**src/tcw_pkg.sv**
```systemverilog
package tcw_pkg;

    localparam int COLUMNS    = 80;
    localparam int ROWS       = 25;
    localparam int CELL_COUNT = COLUMNS * ROWS;
    localparam int ADDR_W     = $clog2(CELL_COUNT);
    localparam int COL_W      = 7;
    localparam int ROW_W      = 5;
    localparam int LIN_W      = COL_W + ROW_W + 1;
    localparam int COPY_LAST  = (ROWS - 1) * COLUMNS - 1;
    localparam int FILL_LAST  = CELL_COUNT - 1;
    localparam int TAB_STOP   = 8;

    localparam logic [7:0] CH_BS    = 8'h08;
    localparam logic [7:0] CH_TAB   = 8'h09;
    localparam logic [7:0] CH_LF    = 8'h0A;
    localparam logic [7:0] CH_CR    = 8'h0D;
    localparam logic [7:0] CH_SPACE = 8'h20;
    localparam logic [7:0] BLANK_ATTR_RESET = 8'h0F;

    typedef enum logic [1:0] {
        KIND_PUT   = 2'd0,
        KIND_CLEAR = 2'd1,
        KIND_READ  = 2'd2,
        KIND_NOP   = 2'd3
    } kind_t;

    typedef enum logic [2:0] {
        ST_IDLE,
        ST_EXEC,
        ST_COPY,
        ST_DRAIN,
        ST_FILL,
        ST_RDWAIT,
        ST_DONE
    } state_t;

    typedef struct packed {
        logic load_in;
        logic exec_put;
        logic exec_clear;
        logic exec_read;
        logic copy_step;
        logic fill_step;
        logic load_out;
    } tcw_cmd_t;

    typedef struct packed {
        kind_t kind;
        logic  scroll_needed;
        logic  copy_last;
        logic  fill_last;
        logic  out_blocked;
    } tcw_status_t;

endpackage

```
**src/tcw_ctrl.sv**
```systemverilog
module tcw_ctrl (
    input  logic                 aclk,
    input  logic                 aresetn,
    input  logic                 s_valid,
    output logic                 s_ready,
    input  tcw_pkg::tcw_status_t status,
    output tcw_pkg::tcw_cmd_t    cmd
);
    import tcw_pkg::*;

    state_t state_reg;
    state_t state_next;

    always_ff @(posedge aclk) begin
        if (!aresetn) begin
            state_reg <= ST_IDLE;
        end else begin
            state_reg <= state_next;
        end
    end

    always_comb begin
        state_next = state_reg;
        unique case (state_reg)
            ST_IDLE: begin
                if (s_valid) state_next = ST_EXEC;
            end
            ST_EXEC: begin
                unique case (status.kind)
                    KIND_PUT:   state_next = status.scroll_needed ? ST_COPY : ST_DONE;
                    KIND_CLEAR: state_next = ST_FILL;
                    KIND_READ:  state_next = ST_RDWAIT;
                    default:    state_next = ST_DONE;
                endcase
            end
            ST_COPY: begin
                if (status.copy_last) state_next = ST_DRAIN;
            end
            ST_DRAIN:  state_next = ST_FILL;
            ST_FILL: begin
                if (status.fill_last) state_next = ST_DONE;
            end
            ST_RDWAIT: state_next = ST_DONE;
            ST_DONE: begin
                if (!status.out_blocked) state_next = ST_IDLE;
            end
            default:   state_next = ST_IDLE;
        endcase
    end

    always_comb begin
        cmd     = '0;
        s_ready = 1'b0;
        unique case (state_reg)
            ST_IDLE: begin
                s_ready     = 1'b1;
                cmd.load_in = s_valid;
            end
            ST_EXEC: begin
                cmd.exec_put   = (status.kind == KIND_PUT);
                cmd.exec_clear = (status.kind == KIND_CLEAR);
                cmd.exec_read  = (status.kind == KIND_READ);
            end
            ST_COPY:  cmd.copy_step = 1'b1;
            ST_FILL:  cmd.fill_step = 1'b1;
            ST_DONE:  cmd.load_out  = !status.out_blocked;
            default: begin
            end
        endcase
    end

endmodule

```
**config.mk**
```make
export PLATFORM = sky130hd
export DESIGN_NAME = tcw_ctrl
export DESIGN_NICKNAME = d
export VERILOG_FILES = /design/src/tcw_pkg.sv /design/src/tcw_ctrl.sv
export SDC_FILE = /design/constraint.sdc
export NUM_CORES = 1
export LEC_CHECK = 0
export ABC_CLOCK_PERIOD_IN_PS = 2300
export BUFFER_PORTS_ARGS = -buffer_cell sky130_fd_sc_hd__buf_2
export CORE_AREA = 2 2 39 41
export DETAILED_ROUTE_END_ITERATION = 10
export DIE_AREA = 0 0 41 43
export SYNTH_ARGS = -nofsm -noshare
export SYNTH_HDL_FRONTEND = slang
export SYNTH_SLANG_ARGS = --single-unit
```
**constraint.sdc**
```tcl
create_clock -name aclk -period 2.3 [get_ports aclk]
set_input_delay 0.46 -clock aclk [delete_from_list [all_inputs] [get_ports aclk]]
set_output_delay 0.46 -clock aclk [all_outputs]
set_load 0.02 [all_outputs]
```
* Yosys cells after proc, flatten, opt, wreduce, memory -nomap -nowiden
Index checks and enable logic that the tools add are counted.
** Word-level totals
- Memory bits (read-only) :: 0
- Flip-flop bits (word level) :: 3
- Input port bits :: 9
- Bits in writable memories :: 0
- Logic and storage cells :: 30
- Bits in latches :: 0
- Memories :: 0
- Output and inout port bits :: 8
** Cells by class
- Divide/modulo/power cells :: 0
- Order comparisons :: 0
- Multipliers :: 0
- Shifts and indexed selects :: 0
- Add/sub/neg operators :: 0
- Reductions and logical operators :: 4
- Muxes and demuxes :: 13
- Eq/ne operators :: 12
- Bitwise gates (word level) :: 0
** Operators by type and width (count)
- 3-bit one-hot mux with 7 select lines :: 1
- 3-bit two-way mux :: 6
- 3-bit equality test (second input constant) :: 3
- 3-bit one-hot mux with 3 select lines :: 1
- 2-bit inequality test (second input constant) :: 4
- 3-bit by 2-bit equality test with 1-bit output (second input constant) :: 2
- 1-bit two-way mux :: 5
- 4-bit AND reduction :: 1
- 3-bit by 1-bit equality test with 1-bit output (second input constant) :: 1
- 3-bit zero test :: 1
- 2-bit by 1-bit equality test with 1-bit output (second input constant) :: 1
- 2-bit equality test (second input constant) :: 1
- 2-bit zero test :: 1
- 1-bit zero test :: 1

* Logic depth before layout (Yosys ltp)
Gate-level depths: netlist (run 1).
- Depth after elaboration :: 3
- Gate-level depth with buffers :: 5
- Gate-level depth less buffers :: 5

* Least setup slack after synthesis (run 1)
OpenSTA, ideal clock, no wires.
- Path type :: register -> output
- From :: register state_reg[0]
- To :: output cmd[6] (netlist bit)
- Slack :: 0.530 ns
- Arrival :: 1.310 ns
- Data required time :: 1.840 ns
- Path buffers :: 1
- Cell stages (with the launch flop) :: 4
- Cells stage by stage :: dfxtp_1 buf_4 nor3_1 and2_1
** RTL lines
- start: declaration :: line tcw_ctrl.sv:11 : state_t state_reg;
- start signal: assignment :: line tcw_ctrl.sv:18 : state_reg <= state_next;
- end: declaration :: line tcw_ctrl.sv:7 : output tcw_pkg::tcw_cmd_t cmd

==> results.yml, run 1 <==
outcome:
  status: "completed"
drt:
  routed_wl_um: 735
  ant_nets: 0
  drcViolationCount: 0
  vias: 330
  post_drt_wl_per_cell_um: 10.4
  dr.first_iter.drc_count: 2
  via_per_inst: 4.65
  dr.pass1.iters: 3
setup_path:
  cpMaxStageDelayCell: "dfxtp_1"
  path_max_fanout: 11
  cpPeakStageDelay_ns: 0.49
  rr_startpoint: "state_reg[1]"
  required_ns: 1.84
  crit_family: "flip-flops"
  path_class: "reg -> out"
  worst_setup_path_end_kind: "output port"
  cp-start-kind: "flip-flop"
  worstPathCellList: "nor3b_1, and2_1, buf_2"
  startpoint: "state_reg[0]"
  path_buf_inv: 1
  worstPathArrival_ns: 1.33
sta:
  fin_hold_ws_ns: 0.506
  fin_crit_sh: 0.780
  fin_crit_ns: 1.79
  finalSetupTns_ns: 0
  fin_ws_ns: 0.507
  final-setup-viol-count: 0
  worstMarginPinSlew_ns: 0.379
  maxSlewHeadroom: 0.747
  drv_slew: 0
  hold_violations: 0
  skew_ns: 0.0000414
  rsz0062_at_grt: "false"
  max_freq_mhz: 558
logic_synthesis:
  ys_seq_area_frac: 0.182
  ys_types: 22
  yosys_warnings: 0
  yosysTopAreaCell: "ha_1"
  syn_avg_cell_area_um2: 8.69
  yosys.area.top_type_share: 0.189
  synth_area_leaders: "ha_1 19%, dfxtp_1 18%, and2_1 7.6%"
  synth.ff_latch_count: 3
  ys.flop_type: "dfxtp_1"
  synth_common_cells: "5 x ha_1, 4 x and2_1"
  syn_nets: 52
  yosysMostFrequentCell: "ha_1"
  async_flop_share: 0
  synth_edf_count: 0
  syn_area_um2: 330
  syn_inst: 38
global_route:
  grt.total_usage: 0.0981
  globalRouteOverflowTotal: 0
  use_met3: 0.0471
  grt_use_met1: 0.0987
  grt_start_max_net_pins: 13
  grt_use_met2: 0.134
  grt_pass1_wl_um: 1050
  antenna_found_initial: 0
  top_usage_layer: "met2"
  grt_pass1_vias: 266
layout:
  register_area_um2: 60.1
  drive_gt1_frac: 0.382
  fin_nets: 70
  multi_input_area_um2: 235
  syn2layout_area_growth_pct: 31.1
  finalNonFillerCells: 71
  fill_cells: 159
  largest_reg_flops: 3
  antenna_cells: 0
die:
  die_w_um: 41
  rows: 14
  die_y_um: 43
  ios: 17
  dieArea_um2: 1760
  start_util: 0.239
  core_area_um2: 1380
power:
  power_density_nw_per_um2: 605
  seqPwrFrac: 0.309
  p_int_uw: 169
  vdd_drop_max_uv: 190
  power.leakage_uw: 0.000225
  switching_power_uw: 93.0
  switching_share: 0.355
  p_total_uw: 262
  combPwrFrac: 0.343
  clkPwrFrac: 0.349
placement:
  numPortBuffers: 16
  place_congestion: 0.646
  placedCellCount: 67
  place_hpwl_um: 535
  pre_cts_ws_ns: 0.718
clocking:
  cts_buffer_depth: 2
  cts.sink_count: 3
  ctsHoldBuffers: 0
  clock-root-buffer: "clkbuf_4"
  htreeDepth: 1
  post_cts_resized: 0
  cts_tree: "done"
  clk_pin_slew_ns: 0.04
  numCtsBuffers: 3
  insertion_delay_ns: 0.23
  cts_setup_buffers: 0
worst_hold_path:
  min-delay-start: "aresetn"
  hp-class: "in -> reg"
flow_run:
  drv_cap: 0
==> cells in the final DEF, fill, tap and decap left out, types with 2 or more instances in the layout <==
cell type	n
and2_1	4
nor3b_1	3
inv_1	3
buf_2	16
o21ai_0	3
nand3b_1	2
ha_1	5
dfxtp_1	3
clkbuf_4	3
==> stage by stage <==
stage,instance area [um2],utilization
4_1_cts,433,0.313
6_report,433,0.313
3_3_place_gp,407,0.294
3_5_place_dp,407,0.294
2_1_floorplan,330,-
5_1_grt,433,0.313
==> power groups by stage <==
stage / sequential [uW] / combinational [uW] / clock (uW)
finish: 80.9 / 89.8 / 91.4
global route: 84.6 / 101 / 102
CTS: 81.7 / 91.4 / 97.8
detailed placement: 82.2 / 90.4 / 0
global placement: 82.2 / 90.0 / 0
floorplan: 65.4 / 84.9 / 0
==> cell type report <==
class | count | area share
Inverter | 3 | 0.0260
Sequential cell | 3 | 0.139
Tap cell | 16 | 0.0462
Timing Repair Buffer | 16 | 0.185
Multi-Input combinational cell | 29 | 0.543
Clock buffer | 4 | 0.0607
==> logic make-up after synthesis <==
| family | Yosys count | synth area share |
|---|---|---|
| flops | 3 | 0.182 |
| buf+inv | 6 | 0.106 |
| fa+ha+maj | 5 | 0.189 |
| compound gates | 6 | 0.114 |
| mux | 1 | 0.0303 |
| simple gates | 17 | 0.379 |
==> worst paths after layout <==
check | cells past startpoint | end | slack, ns
setup / recovery | 3 | cmd[3] | 0.51
hold / removal | 2 | state_reg[2] | 0.51
hold reg to reg | 1 | state_reg[2] | 0.64
setup reg to reg | 3 | state_reg[0] | 1.15
==> metal layers <==
layer,vias to the layer above,wire length (um),part of all wire
li1,165,-,-
met1,146,318,0.43
met5,-,0,0
met2,17,329,0.45
met3,2,68,0.093
met4,0,19,0.026
Power figures use the tool's default switching activity.
==> run 2: changes to the inputs <==
--- a/config.mk
+++ b/config.mk
@@ -5,7 +5,7 @@
 export SDC_FILE = /design/constraint.sdc
 export NUM_CORES = 1
 export LEC_CHECK = 0
-export ABC_CLOCK_PERIOD_IN_PS = 2300
+export ABC_CLOCK_PERIOD_IN_PS = 1500
 export BUFFER_PORTS_ARGS = -buffer_cell sky130_fd_sc_hd__buf_2
 export CORE_AREA = 2 2 39 41
 export DETAILED_ROUTE_END_ITERATION = 10
==> constraint.sdc (replaced) <==
create_clock -name aclk -period 1.5 [get_ports aclk]
set_input_delay 0.3 -clock aclk [delete_from_list [all_inputs] [get_ports aclk]]
set_output_delay 0.3 -clock aclk [all_outputs]
set_load 0.02 [all_outputs]
==> results.yml, run 2 (same netlist as run 1, synthesis figures left out) <==
die:
  rows: 14
  dieArea_um2: 1760
  core_area_um2: 1380
  die_y_um: 43
  die_w_um: 41
  start_util: 0.239
  ios: 17
power:
  p_total_uw: 437
  clkPwrFrac: 0.332
  seqPwrFrac: 0.289
  p_int_uw: 279
  switching_power_uw: 158
  combPwrFrac: 0.380
  vdd_drop_max_uv: 202
  switching_share: 0.362
  power.leakage_uw: 0.000241
  power_density_nw_per_um2: 930
clocking:
  cts_buffer_depth: 2
  clock-root-buffer: "clkbuf_4"
  clk_pin_slew_ns: 0.04
  cts.sink_count: 3
  numCtsBuffers: 3
  cts_tree: "done"
  htreeDepth: 1
  insertion_delay_ns: 0.23
  cts_setup_buffers: 0
  ctsHoldBuffers: 0
setup_path:
  required_ns: 1.20
  worst_setup_path_end_kind: "output port"
  r2r_cells: 4
  cpPeakStageDelay_ns: 0.36
  worstPathCellList: "nor3b_4, and2_1, buf_2"
  worstPathArrival_ns: 1.11
  cpMaxStageDelayCell: "dfxtp_2"
  path_buf_inv: 1
  r2r_end: "state_reg[2]"
  rr_startpoint: "state_reg[1]"
  cp-start-kind: "flip-flop"
  path_max_fanout: 7
  rrSetupSlack_ns: 0.42
  crit_family: "flip-flops"
  path_class: "reg -> out"
drt:
  vias: 321
  routed_wl_um: 797
  post_drt_wl_per_cell_um: 10.9
  ant_nets: 0
  via_per_inst: 4.40
  dr.first_iter.drc_count: 0
  dr.pass1.iters: 1
  drcViolationCount: 0
flow_run:
  drv_cap: 0
sta:
  rsz0062_at_grt: "false"
  maxSlewHeadroom: 0.855
  skew_ns: 0.00447
  finalSetupTns_ns: 0
  fin_crit_sh: 0.940
  fin_crit_ns: 1.41
  hold_violations: 0
  final-setup-viol-count: 0
  worstMarginPinSlew_ns: 0.217
  max_freq_mhz: 709
  drv_slew: 0
global_route:
  grt_pass1_vias: 312
  globalRouteOverflowTotal: 0
  grt_start_max_net_pins: 12
  antenna_found_initial: 0
  grt.total_usage: 0.103
  grt_pass1_wl_um: 1190
layout:
  postLayoutCoreUtil: 0.340
  fill_cells: 153
  syn2layout_area_growth_pct: 42.4
  layout_commonest_cell: "buf_2"
  fin_nets: 72
  final_cell_mix: "16 x buf_2, 5 x ha_1, 4 x and2_1"
  antenna_cells: 0
  drive_gt1_frac: 0.491
  largest_reg_flops: 3
  finalInstanceArea_um2: 470
placement:
  numPortBuffers: 16
  place_hpwl_um: 597
  placed_area_um2: 427
  place_congestion: 0.645
worst_hold_path:
  min-delay-start: "aresetn"
  hold_depth: 2
  hp-class: "in -> reg"
  min_to: "state_reg[2]"
outcome:
  status: "completed"
[run 2: timing repair]
action	CTS	global route
gates resized for setup	2	4
pin swaps	0	1
endpoints found under the setup margin	3	7
[run 2: how the worst max path moves through the flow]
stage	startpoint	to	cells past startpoint
floorplan	state_reg[0]	cmd[6]	3
global placement	status[4]	state_reg[1]	6
detailed placement	status[4]	state_reg[2]	6
CTS	state_reg[2]	cmd[5]	3
global route	state_reg[1]	cmd[4]	3
finish	state_reg[1]	cmd[4]	3
[run 2: cell type report]
cell class | instances | area (um2) | area share
clock buffer | 4 | 26.3 | 0.0559
inverter | 3 | 11.3 | 0.0239
multi-input combinational | 29 | 251 | 0.535
sequential | 3 | 66.3 | 0.141
tap | 16 | 20.0 | 0.0426
timing repair buffer | 18 | 95.1 | 0.202
[run 2: power by group through the flow]
| stage | sequential (uW) | clock (uW) | combinational [uW] |
|---|---|---|---|
| after detailed placement | 119 | 0 | 163 |
| after floorplan | 100 | 0 | 134 |
| final | 126 | 145 | 166 |
| after global placement | 118 | 0 | 161 |
| after global routing | 130 | 158 | 185 |
| after CTS | 120 | 154 | 165 |
[run 2: layer usage]
layer / up-vias / track usage / wire, um
met5: - / 0 / 0
met4: 0 / 0.100 / 0
met3: 0 / 0.0157 / 35
met2: 10 / 0.156 / 415
met1: 143 / 0.111 / 346
li1: 168 / - / -
[run 2: worst register-to-register path: stages (launching register included)]
cell and delay [ns]:
dfxtp_2 0.36, buf_4 0.17, nor3_2 0.17, a21oi_1 0.09
a31o_1 0.18
[run 2: through the flow]
step | worst slack [ns] | hold slack [ns] | cells
detailed placement | 0.148 | 0.575 | 69
CTS | 0.00515 | 0.327 | 73
global placement | 0.172 | 0.580 | 69
floorplan | 0.0983 | 0.442 | 38
finish | 0.0893 | 0.337 | 73
global route | 0.00344 | 0.351 | 73
